**config.mk**
```make
export PLATFORM = sky130hd
export DESIGN_NAME = lightmap_bilinear_sampler_top_flat
export DESIGN_NICKNAME = d
export VERILOG_FILES = /design/src/hw/rtl/lbs_pkg.sv /design/src/hw/rtl/lbs_in_if.sv /design/src/hw/rtl/lbs_out_if.sv /design/src/hw/rtl/lbs_front.sv /design/src/hw/rtl/lbs_queue.sv /design/src/hw/rtl/lbs_back.sv /design/src/hw/rtl/lightmap_bilinear_sampler_top.sv /design/src/flat_wrapper.sv
export SDC_FILE = /design/constraint.sdc
export NUM_CORES = 2
export LEC_CHECK = 0
export ABC_AREA = 0
export BUFFER_PORTS_ARGS = -buffer_cell sky130_fd_sc_hd__buf_2
export CORE_UTILIZATION = 60
export CTS_BUF_LIST = sky130_fd_sc_hd__clkbuf_8
export DETAILED_ROUTE_END_ITERATION = 10
export HOLD_SLACK_MARGIN = 0.08
export PLACE_DENSITY = 0.75
export SYNTH_ARGS = -nofsm -noshare
export SYNTH_HDL_FRONTEND = slang
export SYNTH_SLANG_ARGS = --single-unit
export TNS_END_PERCENT = 5
```
**constraint.sdc**
```tcl
create_clock -name clk -period 15.5 [get_ports clk]
set_input_delay 0 -clock clk [delete_from_list [all_inputs] [get_ports clk]]
set_output_delay 0 -clock clk [all_outputs]
set_load 0.01 [all_outputs]
```
**src/hw/rtl/lbs_pkg.sv**
```systemverilog
`timescale 1ns / 1ps
package lbs_pkg;

  // Texels of at most this many styles are summed per corner.
  localparam int MAX_STYLES = 4;
  localparam int COUNT_W = $clog2(MAX_STYLES + 1);

  localparam int NUM_CORNERS = 4;
  localparam int NUM_COLORS = 3;
  localparam int SUM_W = 20;
  localparam int PROD_W = 18;
  localparam int FRAC_W = 4;

  // Depth of the queue between front and back; a power of two.
  localparam int QDEPTH = 4;
  localparam int QPTR_W = $clog2(QDEPTH);
  localparam int QCNT_W = $clog2(QDEPTH + 1);

  localparam logic [SUM_W-1:0] SUM_MAX = '1;

  // One classified texel on its way to the back end.
  typedef struct packed {
    logic [1:0]                       corner;
    logic                             keep;
    logic                             last;
    logic [FRAC_W-1:0]                s_fraction;
    logic [FRAC_W-1:0]                t_fraction;
    logic [NUM_COLORS-1:0][PROD_W-1:0] prod;
  } entry_t;

  // Queue handshake as seen by one side.
  typedef struct packed {
    logic push;
    logic pop;
  } q_req_t;

  typedef struct packed {
    logic full;
    logic empty;
  } q_status_t;

  typedef enum logic [1:0] {
    ST_RUN,
    ST_BLEND_S,
    ST_BLEND_T
  } back_state_t;

  // Floor blend a + floor((b - a) * f / 16); the result lies between a and b.
  function automatic logic [SUM_W-1:0] lerp_floor(input logic [SUM_W-1:0] a,
                                                  input logic [SUM_W-1:0] b,
                                                  input logic [FRAC_W-1:0] f);
    logic signed [SUM_W:0]          diff;
    logic signed [SUM_W+FRAC_W+1:0] prod;
    logic signed [SUM_W+FRAC_W+1:0] sum;
    diff = $signed({1'b0, b}) - $signed({1'b0, a});
    prod = diff * $signed({1'b0, f});
    sum = (prod >>> FRAC_W) + $signed({{(FRAC_W + 2){1'b0}}, a});
    if (sum[SUM_W+FRAC_W+1]) begin
      lerp_floor = '0;
    end else begin
      lerp_floor = sum[SUM_W-1:0];
    end
  endfunction

endpackage

```
**src/hw/rtl/lbs_in_if.sv**
```systemverilog
`timescale 1ns / 1ps
interface lbs_in_if;
  logic       valid;
  logic       ready;
  logic [7:0] red;
  logic [7:0] green;
  logic [7:0] blue;
  logic [1:0] corner;
  logic [9:0] style_scale;
  logic [3:0] s_fraction;
  logic [3:0] t_fraction;
  logic       last;

  modport source (output valid, red, green, blue, corner, style_scale,
                  s_fraction, t_fraction, last, input ready);
  modport sink (input valid, red, green, blue, corner, style_scale,
                s_fraction, t_fraction, last, output ready);
endinterface

```
**src/hw/rtl/lbs_out_if.sv**
```systemverilog
`timescale 1ns / 1ps
interface lbs_out_if;
  logic        valid;
  logic        ready;
  logic [19:0] red_level;
  logic [19:0] green_level;
  logic [19:0] blue_level;

  modport source (output valid, red_level, green_level, blue_level, input ready);
  modport sink (input valid, red_level, green_level, blue_level, output ready);
endinterface

```
**src/hw/rtl/lbs_front.sv**
```systemverilog
`timescale 1ns / 1ps
module lbs_front (
  input  logic              clk,
  input  logic              rst,
  lbs_in_if.sink            texel,
  input  lbs_pkg::q_status_t q_status,
  output logic              push,
  output lbs_pkg::entry_t   entry
);

  logic [lbs_pkg::NUM_CORNERS-1:0][lbs_pkg::COUNT_W-1:0] count;
  logic accept;
  logic keep;

  // A beat is taken whenever the queue has room.
  assign texel.ready = !q_status.full;
  assign accept = texel.valid && !q_status.full;
  assign push = accept;

  // A corner that already holds its full set of styles drops further texels.
  assign keep = count[texel.corner] < lbs_pkg::COUNT_W'(lbs_pkg::MAX_STYLES);

  // Scale the texel colors here so the back end only adds.
  always_comb begin
    entry.corner = texel.corner;
    entry.keep = keep;
    entry.last = texel.last;
    entry.s_fraction = texel.s_fraction;
    entry.t_fraction = texel.t_fraction;
    entry.prod[0] = lbs_pkg::PROD_W'(texel.red) * lbs_pkg::PROD_W'(texel.style_scale);
    entry.prod[1] = lbs_pkg::PROD_W'(texel.green) * lbs_pkg::PROD_W'(texel.style_scale);
    entry.prod[2] = lbs_pkg::PROD_W'(texel.blue) * lbs_pkg::PROD_W'(texel.style_scale);
  end

  // Style counts restart with every sample.
  always_ff @(posedge clk) begin
    if (rst) begin
      count <= '0;
    end else if (accept) begin
      if (texel.last) begin
        count <= '0;
      end else if (keep) begin
        count[texel.corner] <= count[texel.corner] + 1'b1;
      end
    end
  end

endmodule

```
**src/hw/rtl/lbs_queue.sv**
```systemverilog
`timescale 1ns / 1ps
module lbs_queue (
  input  logic               clk,
  input  logic               rst,
  input  lbs_pkg::q_req_t    q_req,
  input  lbs_pkg::entry_t    push_data,
  output lbs_pkg::entry_t    pop_data,
  output lbs_pkg::q_status_t q_status
);

  lbs_pkg::entry_t entries [lbs_pkg::QDEPTH];
  logic [lbs_pkg::QPTR_W-1:0] wptr;
  logic [lbs_pkg::QPTR_W-1:0] rptr;
  logic [lbs_pkg::QCNT_W-1:0] cnt;

  assign q_status.full = cnt == lbs_pkg::QCNT_W'(lbs_pkg::QDEPTH);
  assign q_status.empty = cnt == '0;
  assign pop_data = entries[rptr];

  // Entry storage.
  always_ff @(posedge clk) begin
    if (q_req.push) begin
      entries[wptr] <= push_data;
    end
  end

  // Pointers and fill level; pointers wrap at the power-of-two depth.
  always_ff @(posedge clk) begin
    if (rst) begin
      wptr <= '0;
      rptr <= '0;
      cnt <= '0;
    end else begin
      if (q_req.push) begin
        wptr <= wptr + 1'b1;
      end
      if (q_req.pop) begin
        rptr <= rptr + 1'b1;
      end
      if (q_req.push && !q_req.pop) begin
        cnt <= cnt + 1'b1;
      end else if (!q_req.push && q_req.pop) begin
        cnt <= cnt - 1'b1;
      end
    end
  end

endmodule

```
**src/hw/rtl/lbs_back.sv**
```systemverilog
`timescale 1ns / 1ps
module lbs_back (
  input  logic               clk,
  input  logic               rst,
  input  lbs_pkg::q_status_t q_status,
  input  lbs_pkg::entry_t    entry,
  output logic               pop,
  lbs_out_if.source          result
);

  lbs_pkg::back_state_t state;
  lbs_pkg::back_state_t state_next;

  logic [lbs_pkg::NUM_CORNERS-1:0][lbs_pkg::NUM_COLORS-1:0][lbs_pkg::SUM_W-1:0] sums;
  logic [lbs_pkg::NUM_COLORS-1:0][lbs_pkg::SUM_W-1:0] acc_next;
  logic [lbs_pkg::NUM_COLORS-1:0][lbs_pkg::SUM_W-1:0] top;
  logic [lbs_pkg::NUM_COLORS-1:0][lbs_pkg::SUM_W-1:0] bot;
  logic [lbs_pkg::NUM_COLORS-1:0][lbs_pkg::SUM_W-1:0] level_next;
  logic [lbs_pkg::FRAC_W-1:0] s_fraction;
  logic [lbs_pkg::FRAC_W-1:0] t_fraction;
  logic out_load;
  logic out_valid;
  logic [lbs_pkg::NUM_COLORS-1:0][lbs_pkg::SUM_W-1:0] level;

  // Next state.
  always_comb begin
    state_next = state;
    case (state)
      lbs_pkg::ST_RUN: begin
        if (pop && entry.last) begin
          state_next = lbs_pkg::ST_BLEND_S;
        end
      end
      lbs_pkg::ST_BLEND_S: begin
        state_next = lbs_pkg::ST_BLEND_T;
      end
      lbs_pkg::ST_BLEND_T: begin
        if (out_load) begin
          state_next = lbs_pkg::ST_RUN;
        end
      end
      default: begin
        state_next = lbs_pkg::ST_RUN;
      end
    endcase
  end

  // State outputs.
  always_comb begin
    pop = 1'b0;
    out_load = 1'b0;
    case (state)
      lbs_pkg::ST_RUN: begin
        pop = !q_status.empty;
      end
      lbs_pkg::ST_BLEND_T: begin
        out_load = !out_valid || result.ready;
      end
      default: begin
        pop = 1'b0;
      end
    endcase
  end

  always_ff @(posedge clk) begin
    if (rst) begin
      state <= lbs_pkg::ST_RUN;
    end else begin
      state <= state_next;
    end
  end

  // Saturating add of the scaled texel into its corner's sums.
  always_comb begin
    logic [lbs_pkg::SUM_W:0] acc;
    for (int c = 0; c < lbs_pkg::NUM_COLORS; c++) begin
      acc = {1'b0, sums[entry.corner][c]} + (lbs_pkg::SUM_W + 1)'(entry.prod[c]);
      acc_next[c] = acc[lbs_pkg::SUM_W] ? lbs_pkg::SUM_MAX : acc[lbs_pkg::SUM_W-1:0];
    end
  end

  // Corner sums; the s blend reads them and they are cleared in the same cycle.
  always_ff @(posedge clk) begin
    if (rst) begin
      sums <= '0;
    end else if (state == lbs_pkg::ST_BLEND_S) begin
      sums <= '0;
    end else if (pop && entry.keep) begin
      sums[entry.corner] <= acc_next;
    end
  end

  // The last texel carries the fractions of the sample.
  always_ff @(posedge clk) begin
    if (pop && entry.last) begin
      s_fraction <= entry.s_fraction;
      t_fraction <= entry.t_fraction;
    end
  end

  // First blend step, along s, for the t0 and t1 rows.
  always_ff @(posedge clk) begin
    if (state == lbs_pkg::ST_BLEND_S) begin
      for (int c = 0; c < lbs_pkg::NUM_COLORS; c++) begin
        top[c] <= lbs_pkg::lerp_floor(sums[0][c], sums[1][c], s_fraction);
        bot[c] <= lbs_pkg::lerp_floor(sums[2][c], sums[3][c], s_fraction);
      end
    end
  end

  // Second blend step, along t.
  always_comb begin
    for (int c = 0; c < lbs_pkg::NUM_COLORS; c++) begin
      level_next[c] = lbs_pkg::lerp_floor(top[c], bot[c], t_fraction);
    end
  end

  // Output register.
  always_ff @(posedge clk) begin
    if (rst) begin
      out_valid <= 1'b0;
    end else if (out_load) begin
      out_valid <= 1'b1;
    end else if (result.ready) begin
      out_valid <= 1'b0;
    end
  end

  always_ff @(posedge clk) begin
    if (out_load) begin
      level <= level_next;
    end
  end

  assign result.valid = out_valid;
  assign result.red_level = level[0];
  assign result.green_level = level[1];
  assign result.blue_level = level[2];

endmodule

```
**src/hw/rtl/lightmap_bilinear_sampler_top.sv**
```systemverilog
// Lightmap bilinear sampler. Each input beat carries one RGB texel of one
// of the four corners with its style scale; the block sums scaled texels per
// corner (up to four styles each, saturating at 20 bits) and, on the beat
// marked last, blends the corners along s and then t with 4-bit fractions,
// giving one result beat with 8 fractional bits per color. Texels are taken
// one per cycle while the four-entry queue between front and back has room.
// After a last texel the back end runs an s blend state, then a t blend
// state, before its result loads the output register; the result register
// lets the next sample's texels enter while a result waits.
`timescale 1ns / 1ps
module lightmap_bilinear_sampler_top (
  input  logic      clk,
  input  logic      rst,
  lbs_in_if.sink    texel,
  lbs_out_if.source result
);

  lbs_pkg::q_status_t q_status;
  lbs_pkg::q_req_t    q_req;
  lbs_pkg::entry_t    push_data;
  lbs_pkg::entry_t    pop_data;
  logic               push;
  logic               pop;

  assign q_req.push = push;
  assign q_req.pop = pop;

  lbs_front u_front (
    .clk      (clk),
    .rst      (rst),
    .texel    (texel),
    .q_status (q_status),
    .push     (push),
    .entry    (push_data)
  );

  lbs_queue u_queue (
    .clk       (clk),
    .rst       (rst),
    .q_req     (q_req),
    .push_data (push_data),
    .pop_data  (pop_data),
    .q_status  (q_status)
  );

  lbs_back u_back (
    .clk      (clk),
    .rst      (rst),
    .q_status (q_status),
    .entry    (pop_data),
    .pop      (pop),
    .result   (result)
  );

endmodule

```
**src/flat_wrapper.sv**
```systemverilog
// flat-port wrapper written by rule: the top's interface ports become plain ports
module lightmap_bilinear_sampler_top_flat 
  (clk, rst, texel_valid, texel_red, texel_green, texel_blue, texel_corner, texel_style_scale, texel_s_fraction, texel_t_fraction, texel_last, texel_ready, result_valid, result_red_level, result_green_level, result_blue_level, result_ready);
  lbs_in_if texel_i ();
  lbs_out_if result_i ();
  input  logic clk;
  input  logic rst;
  input wire logic [$bits(texel_i.valid)-1:0] texel_valid;
  input wire logic [$bits(texel_i.red)-1:0] texel_red;
  input wire logic [$bits(texel_i.green)-1:0] texel_green;
  input wire logic [$bits(texel_i.blue)-1:0] texel_blue;
  input wire logic [$bits(texel_i.corner)-1:0] texel_corner;
  input wire logic [$bits(texel_i.style_scale)-1:0] texel_style_scale;
  input wire logic [$bits(texel_i.s_fraction)-1:0] texel_s_fraction;
  input wire logic [$bits(texel_i.t_fraction)-1:0] texel_t_fraction;
  input wire logic [$bits(texel_i.last)-1:0] texel_last;
  output wire logic [$bits(texel_i.ready)-1:0] texel_ready;
  output wire logic [$bits(result_i.valid)-1:0] result_valid;
  output wire logic [$bits(result_i.red_level)-1:0] result_red_level;
  output wire logic [$bits(result_i.green_level)-1:0] result_green_level;
  output wire logic [$bits(result_i.blue_level)-1:0] result_blue_level;
  input wire logic [$bits(result_i.ready)-1:0] result_ready;
  assign texel_i.valid = texel_valid;
  assign texel_i.red = texel_red;
  assign texel_i.green = texel_green;
  assign texel_i.blue = texel_blue;
  assign texel_i.corner = texel_corner;
  assign texel_i.style_scale = texel_style_scale;
  assign texel_i.s_fraction = texel_s_fraction;
  assign texel_i.t_fraction = texel_t_fraction;
  assign texel_i.last = texel_last;
  assign texel_ready = texel_i.ready;
  assign result_valid = result_i.valid;
  assign result_red_level = result_i.red_level;
  assign result_green_level = result_i.green_level;
  assign result_blue_level = result_i.blue_level;
  assign result_i.ready = result_ready;
  lightmap_bilinear_sampler_top u_core (.clk(clk), .rst(rst), .texel(texel_i), .result(result_i));
endmodule
```
# Word level (Yosys, flattened, before mapping)
# Memories as Yosys holds them, arrays and structs flattened. A register that Yosys moved wholly into a read port is not among the register bits.
# Index checks and enable logic that the tools add are counted.
totals:
  ff_bits: 450
  latchBits: 0
  mem_bits_rw: 264
  romBits: 0
  input_bits: 49
  output_inout_bits: 62
  elab_cells: 130
  mem_count: 1
mem_list:
  columns: ["name", "depth", "word_bits", "rd", "rd_ports_with_merged_regs", "wr", "line_no", "rtl"]
  rows:
  - ["u_core.u_queue.entries", 4, 66, 1, 1, 1, "lbs_queue.sv:11", "lbs_pkg::entry_t entries [lbs_pkg::QDEPTH];"]
classes:
  add_sub_neg: 26
  mul: 12
  div_mod_pow: 0
  n_lt_le_gt_ge: 5
  eq_ne: 5
  shift: 0
  mux: 28
  bitwise: 0
  reduce_logical: 21
ops:
  columns: ["cell", "n"]
  rows:
  - ["bitwise mux 240 bit", 1]
  - ["multiplier 21 x 5 -> 26 bit", 9]
  - ["adder 22 x 21 -> 23 bit", 9]
  - ["subtractor 20 x 20 -> 21 bit", 9]
  - ["binary-select mux 60 bit (select 2 bit)", 1]
  - ["demux 60 bit (select 2 bit)", 1]
  - ["2-to-1 mux 60 bit", 2]
  - ["adder 20 x 18 -> 21 bit", 3]
  - ["2-to-1 mux 20 bit", 3]
  - ["multiplier 8 x 10 -> 18 bit", 3]
  - ["2-to-1 mux 12 bit", 2]
  - ["bitwise mux 12 bit", 1]
  - ["2-to-1 mux 3 bit", 4]
  - ["2-to-1 mux 2 bit", 4]
  - ["logical AND 1 bit", 7]
  - ["adder 3 x 1 -> 3 bit, second input constant", 2]
  - ["binary-select mux 3 bit (select 2 bit)", 1]
  - ["demux 3 bit (select 2 bit)", 1]
  - ["less-than comparator 2 x 3 -> 1 bit, second input constant", 2]
  - ["2-to-1 mux 1 bit", 6]
  - ["one-hot mux 2 bit (3 select lines)", 1]
  - ["nonzero test 2 bit", 3]
  - ["logical NOT 1 bit", 5]
  - ["adder 2 x 1 -> 2 bit, second input constant", 2]
  - ["other kinds (12)", 15]

# Longest topological paths before layout
logic_depth:
  depth_word: 7
  ltp_mapped: 38
  ltp_nobuf: 37

# By module
# Synthesis repeated with hierarchy kept, for this count alone.
unflattened:
  cells_unflattened: 8677
  area_unflattened_um2: 79103.4
modules_own_cells:
  columns: ["mod", "n_inst", "cells_per_inst", "area_each_um2", "seq_area_each_um2"]
  rows:
  - ["lbs_back", 1, 7322, 60840.9, 10510.1]
  - ["lbs_queue", 1, 388, 9947.0, 8107.8]
  - ["lbs_front", 1, 967, 8315.5, 240.2]

# Worst setup path before layout
# No wires, ideal clock.
synth_path:
  path_kind: "register to register"
  startpoint: "register u_core.u_back.sums[161] (netlist name)"
  endpoint: "register u_core.u_back.bot[57] (netlist name) (data pin)"
  setup_ns: 0.269
  arrival_ns: 7.486
  t_required_ns: 15.231
  slack_ns: 7.745
  stages_incl_launch_ff: 35
  n_path_buf: 1
  synth_period_minus_slack_ns: 7.755
  path_cell_list: "dfxtp_1 inv_1 ha_1 nor2b_1 o21ai_0 a21boi_0 o21ai_0 a21oi_1 a21o_1 a211oi_1 nor3_1 and2_1 ha_1 fa_1 inv_1 fa_1 inv_1 ha_1 o21a_1 o21ai_0 nor2_1 a211o_1 o311a_1 or2_2 xor2_1 ha_1 a21o_1 a21o_1 a221o_1 a41oi_1 a21oi_1 mux2_2 a211oi_1 clkbuf_1 nor3_1"
synth_via:
  elab_chain_len: 3
synth_rtl:
  columns: ["element", "line_no", "rtl"]
  rows:
  - ["start, declared", "lbs_back.sv:14", "logic [lbs_pkg::NUM_CORNERS-1:0][lbs_pkg::NUM_COLORS-1:0][lbs_pkg::SUM_W-1:0] sums;"]
  - ["start signal, assigned by index", "lbs_back.sv:89", "sums[entry.corner] <= acc_next;"]
  - ["subtractor 20 x 20 -> 21 bit", "lbs_pkg.sv:55", "diff = $signed({1'b0, b}) - $signed({1'b0, a});"]
  - ["multiplier 21 x 5 -> 26 bit", "lbs_pkg.sv:56", "prod = diff * $signed({1'b0, f});"]
  - ["adder 22 x 21 -> 23 bit *", "lbs_pkg.sv:57", "sum = (prod >>> FRAC_W) + $signed({{(FRAC_W + 2){1'b0}}, a});"]
  - ["end signal, assigned by index", "lbs_back.sv:106", "bot[c] <= lbs_pkg::lerp_floor(sums[2][c], sums[3][c], s_fraction);"]
  - ["end, declared", "lbs_back.sv:17", "logic [lbs_pkg::NUM_COLORS-1:0][lbs_pkg::SUM_W-1:0] bot;"]
# Every way passes the cells marked *; elsewhere a longest branch is shown, timed or not.
# A chain may end at the register's enable or synchronous reset.

# Worst setup path after layout
layout_path:
  startpoint: "register u_core.u_back.sums[1] (netlist name)"
  endpoint: "register u_core.u_back.top[0] (netlist name) (data pin)"
layout_via:
  elab_chain_len: 3
layout_rtl:
  columns: ["element", "line_no", "rtl"]
  rows:
  - ["subtractor 20 x 20 -> 21 bit", "lbs_pkg.sv:55", null]
  - ["multiplier 21 x 5 -> 26 bit", "lbs_pkg.sv:56", null]
  - ["adder 22 x 21 -> 23 bit *", "lbs_pkg.sv:57", null]
  - ["end signal, assigned by index", "lbs_back.sv:105", "top[c] <= lbs_pkg::lerp_floor(sums[0][c], sums[1][c], s_fraction);"]
  - ["end, declared", "lbs_back.sv:16", "logic [lbs_pkg::NUM_COLORS-1:0][lbs_pkg::SUM_W-1:0] top;"]
# Marks and branches as above.

==> impl_metrics.tcl <==
set metrics [dict create \
    status "completed" \
    crit_path_end_kind "flip-flop" \
    path_max_fanout 20 \
    ys_seq_elements 716 \
    place_area_mm2 0.0815 \
    nFillCells 10800 \
    synth_warnings 0 \
    synth_area_leader_cell "edfxtp_1" \
    mappedNetlistArea_mm2 0.0794 \
    grt_max_degree 98 \
    root_buffer "clkbuf_8" \
    reg2reg_slack_ns 6.47 \
    ys_top_cells_by_area "edfxtp_1 (17%), ha_1 (15%), fa_1 (14%)" \
    finalMaxSlewViolations 0 \
    cts_tree "done" \
    synth_ff_type "edfxtp_1" \
    fp-row-count 133 \
    crit_slowest_cell "a2111o_1" \
    coreArea_mm2 0.131 \
    final_core_util_pct 64.2 \
    via_per_inst 5.79 \
    drt-total-wl_um 186000 \
    initial_utilization_pct 60.4 \
    syn_area_per_cell_um2 9.07 \
    synth_simple_gate_area_share_pct 16.8 \
    dr.pass1.iters 8 \
    cts_max_path_buffers 3 \
    start_kind "flip-flop" \
    setup_tns_ns 0 \
    synthArstFlopShare_pct 0 \
    rsz0062_at_grt "false" \
    tightest_slew_ns 1.18 \
    dp_hpwl_um 147000 \
    drtIter0Drc 4426 \
    final_area_mm2 0.0844 \
    yosys.area_share.xor_xnor_pct 5.15 \
    multi_input_area_mm2 0.0548 \
    clkSlewWorstSetupHoldPaths_ns 0.07 \
    fmax_ghz 0.111 \
    cap_violations 0 \
    slew-limit-headroom_pct 21.3 \
    clk_latency_ns 0.87 \
    io_pins 111 \
    drc 0 \
    synth_top_family_by_area "adder cells" \
    dieArea_mm2 0.134 \
    cts_sinks 716 \
    final_nets 10400 \
    num_vias 61600 \
    antenna_left 0 \
    synth_top_area_share_pct 17.1 \
    post_cts_buffers 0 \
    areaGrowthSynthToFinish_pct 6.21 \
    final_cell_mix "inv_1 (1313), ha_1 (975), nor2_1 (767)" \
    fin_skew_ns 0.0703 \
    worst_ep_arrival_time_ns 9.66 \
    fin_crit_ns 9.03 \
    hold_class "in2reg" \
    grt_usage_pct 27.6 \
    synth.yosys.seq_area_share_pct 23.7 \
    critPathKind "reg2reg" \
    worstReg2RegEnd "u_core.u_back.top[0]$_SDFFCE_PP0P_" \
    synth_compound_area_share_pct 13.9 \
    htreeDepth 3 \
    syn_inst 8756 \
    synthMuxAreaShare_pct 3.98 \
    io_buffers 110 \
    synth_edf_count 452 \
    cp-endpoint "u_core.u_back.top[0]$_SDFFCE_PP0P_" \
    setup_violations 0 \
    slowest_delay_ns 0.65 \
    critPathRequiredTime_ns 16.13 \
    place_congestion 0.921 \
    synthDistinctLibCells 94 \
    cts_hold_buffers 41 \
    grt-ovfl-total 0 \
    postCtsResizedCells 0 \
    final_common_cell "inv_1" \
    regToRegStartpoint "u_core.u_back.sums[1]$_SDFFE_PP0P_" \
    syn-num-nets 10300 \
    rr_worst_depth 35 \
    synth_fa_ha_area_share_pct 29.1 \
    antenna_found_initial 4 \
    grt_pass1_vias 60200 \
    grt_pass1_wl_um 304000 \
    period_share_pct 58.3 \
    seqCellArea_mm2 0.0189 \
    hold_viol 0 \
    hold-worst-slack_ns 0.153 \
    avgRoutedWirePerCell_um 17.5 \
    startpoint "u_core.u_back.sums[1]$_SDFFE_PP0P_" \
    die_y_um 366 \
    drive_gt1_share_pct 6.01 \
    numCtsBuffers 114 \
    dieWidth_um 366 \
]
## cell usage after synthesis (214+ instances only)
cell type and instances:
o21ai_0 310, xnor2_1 334, fa_1 544, a211oi_1 214, and2_1 638, dfxtp_1 264, a21oi_1 421, edfxtp_1 452
nor2_1 769, ha_1 975, inv_1 1275, clkbuf_1 233, nand2_1 520
## kinds of logic (layout without fill, tap and decap cells)
group / count (synthesis) / after routing
AOI/OAI and AO/OA: 1666 / 1666
xor gates and xnor gates: 467 / 467
adders and majority gates: 1519 / 1519
buffers and inverters: 1550 / 1683
DFF: 716 / 716
muxes: 158 / 158
other: 0 / 3
and+or+nand+nor: 2680 / 2680
## through the flow
step | worst slack, ns | std cells
finish | 6.47 | 10600
global route | 5.71 | 10600
CTS | 6.54 | 10600
detailed placement | 6.58 | 10400
global placement | 6.66 | 10400
floorplan | 7.74 | 8756
## registers in the layout, summed over array words and instances (netlist names), named ones only
signal	cells
u_core.u_queue.cnt	3
u_core.u_back.s_fraction	4
u_core.u_back.state	2
u_core.u_back.result.valid	1
u_core.u_back.result.green_level	20
u_core.u_queue.rptr	2
u_core.u_front.count	12
u_core.u_back.result.blue_level	20
u_core.u_back.t_fraction	4
u_core.u_queue.wptr	2
u_core.u_back.top	60
u_core.u_queue.entries	264
u_core.u_back.bot	60
u_core.u_back.sums	240
u_core.u_back.result.red_level	20
## critical path: cells and delay by family, from the launching register on
| family | cells | cell delay, ns |
|---|---|---|
| flops | 1 | 0.52 |
| xor+xnor | 1 | 0.16 |
| simple gates | 6 | 1.14 |
| buf+inv | 3 | 0.18 |
| compound gates | 18 | 4.58 |
| fa+ha+maj | 6 | 2.12 |
| mux | 1 | 0.07 |
## per-layer routing
metal,vias up,global-route usage (%),part of all wire (%)
met5,-,0,0
met4,0,5.75,1.5
met3,207,3.30,7.7
met2,1719,44.1,44
met1,29800,40.3,47
li1,29900,-,-
## worst min-delay path by stage
stage                                                   end  cells after the start  slack (ns)                 from
finish                                            flip-flop                      3        0.15                  rst
global route                                      flip-flop                      3        0.18                  rst
CTS                     u_core.u_back.state[1]$_SDFFE_PP0P_                      3         0.1                  rst
detailed placement  u_core.u_queue.entries[3][58]$_DFFE_PP_                      1        0.22  texel_s_fraction[0]
global placement    u_core.u_queue.entries[2][56]$_DFFE_PP_                      1        0.21  texel_t_fraction[2]
floorplan           u_core.u_queue.entries[0][54]$_DFFE_PP_                      0         0.1  texel_t_fraction[0]
## final cells by class
class,instances,share of cell area (%)
diodes,3,0.00890
clock buffers,129,2.10
clock inverters,86,0.744
inverters,1276,5.68
multi-input cells,6490,65.0
flip-flops and latches,716,22.4
well taps,1755,2.60
repair buffers,192,1.53
Power is not shown: default switching activity piles up to over one toggle a cycle in this logic, so the estimate is an artifact.
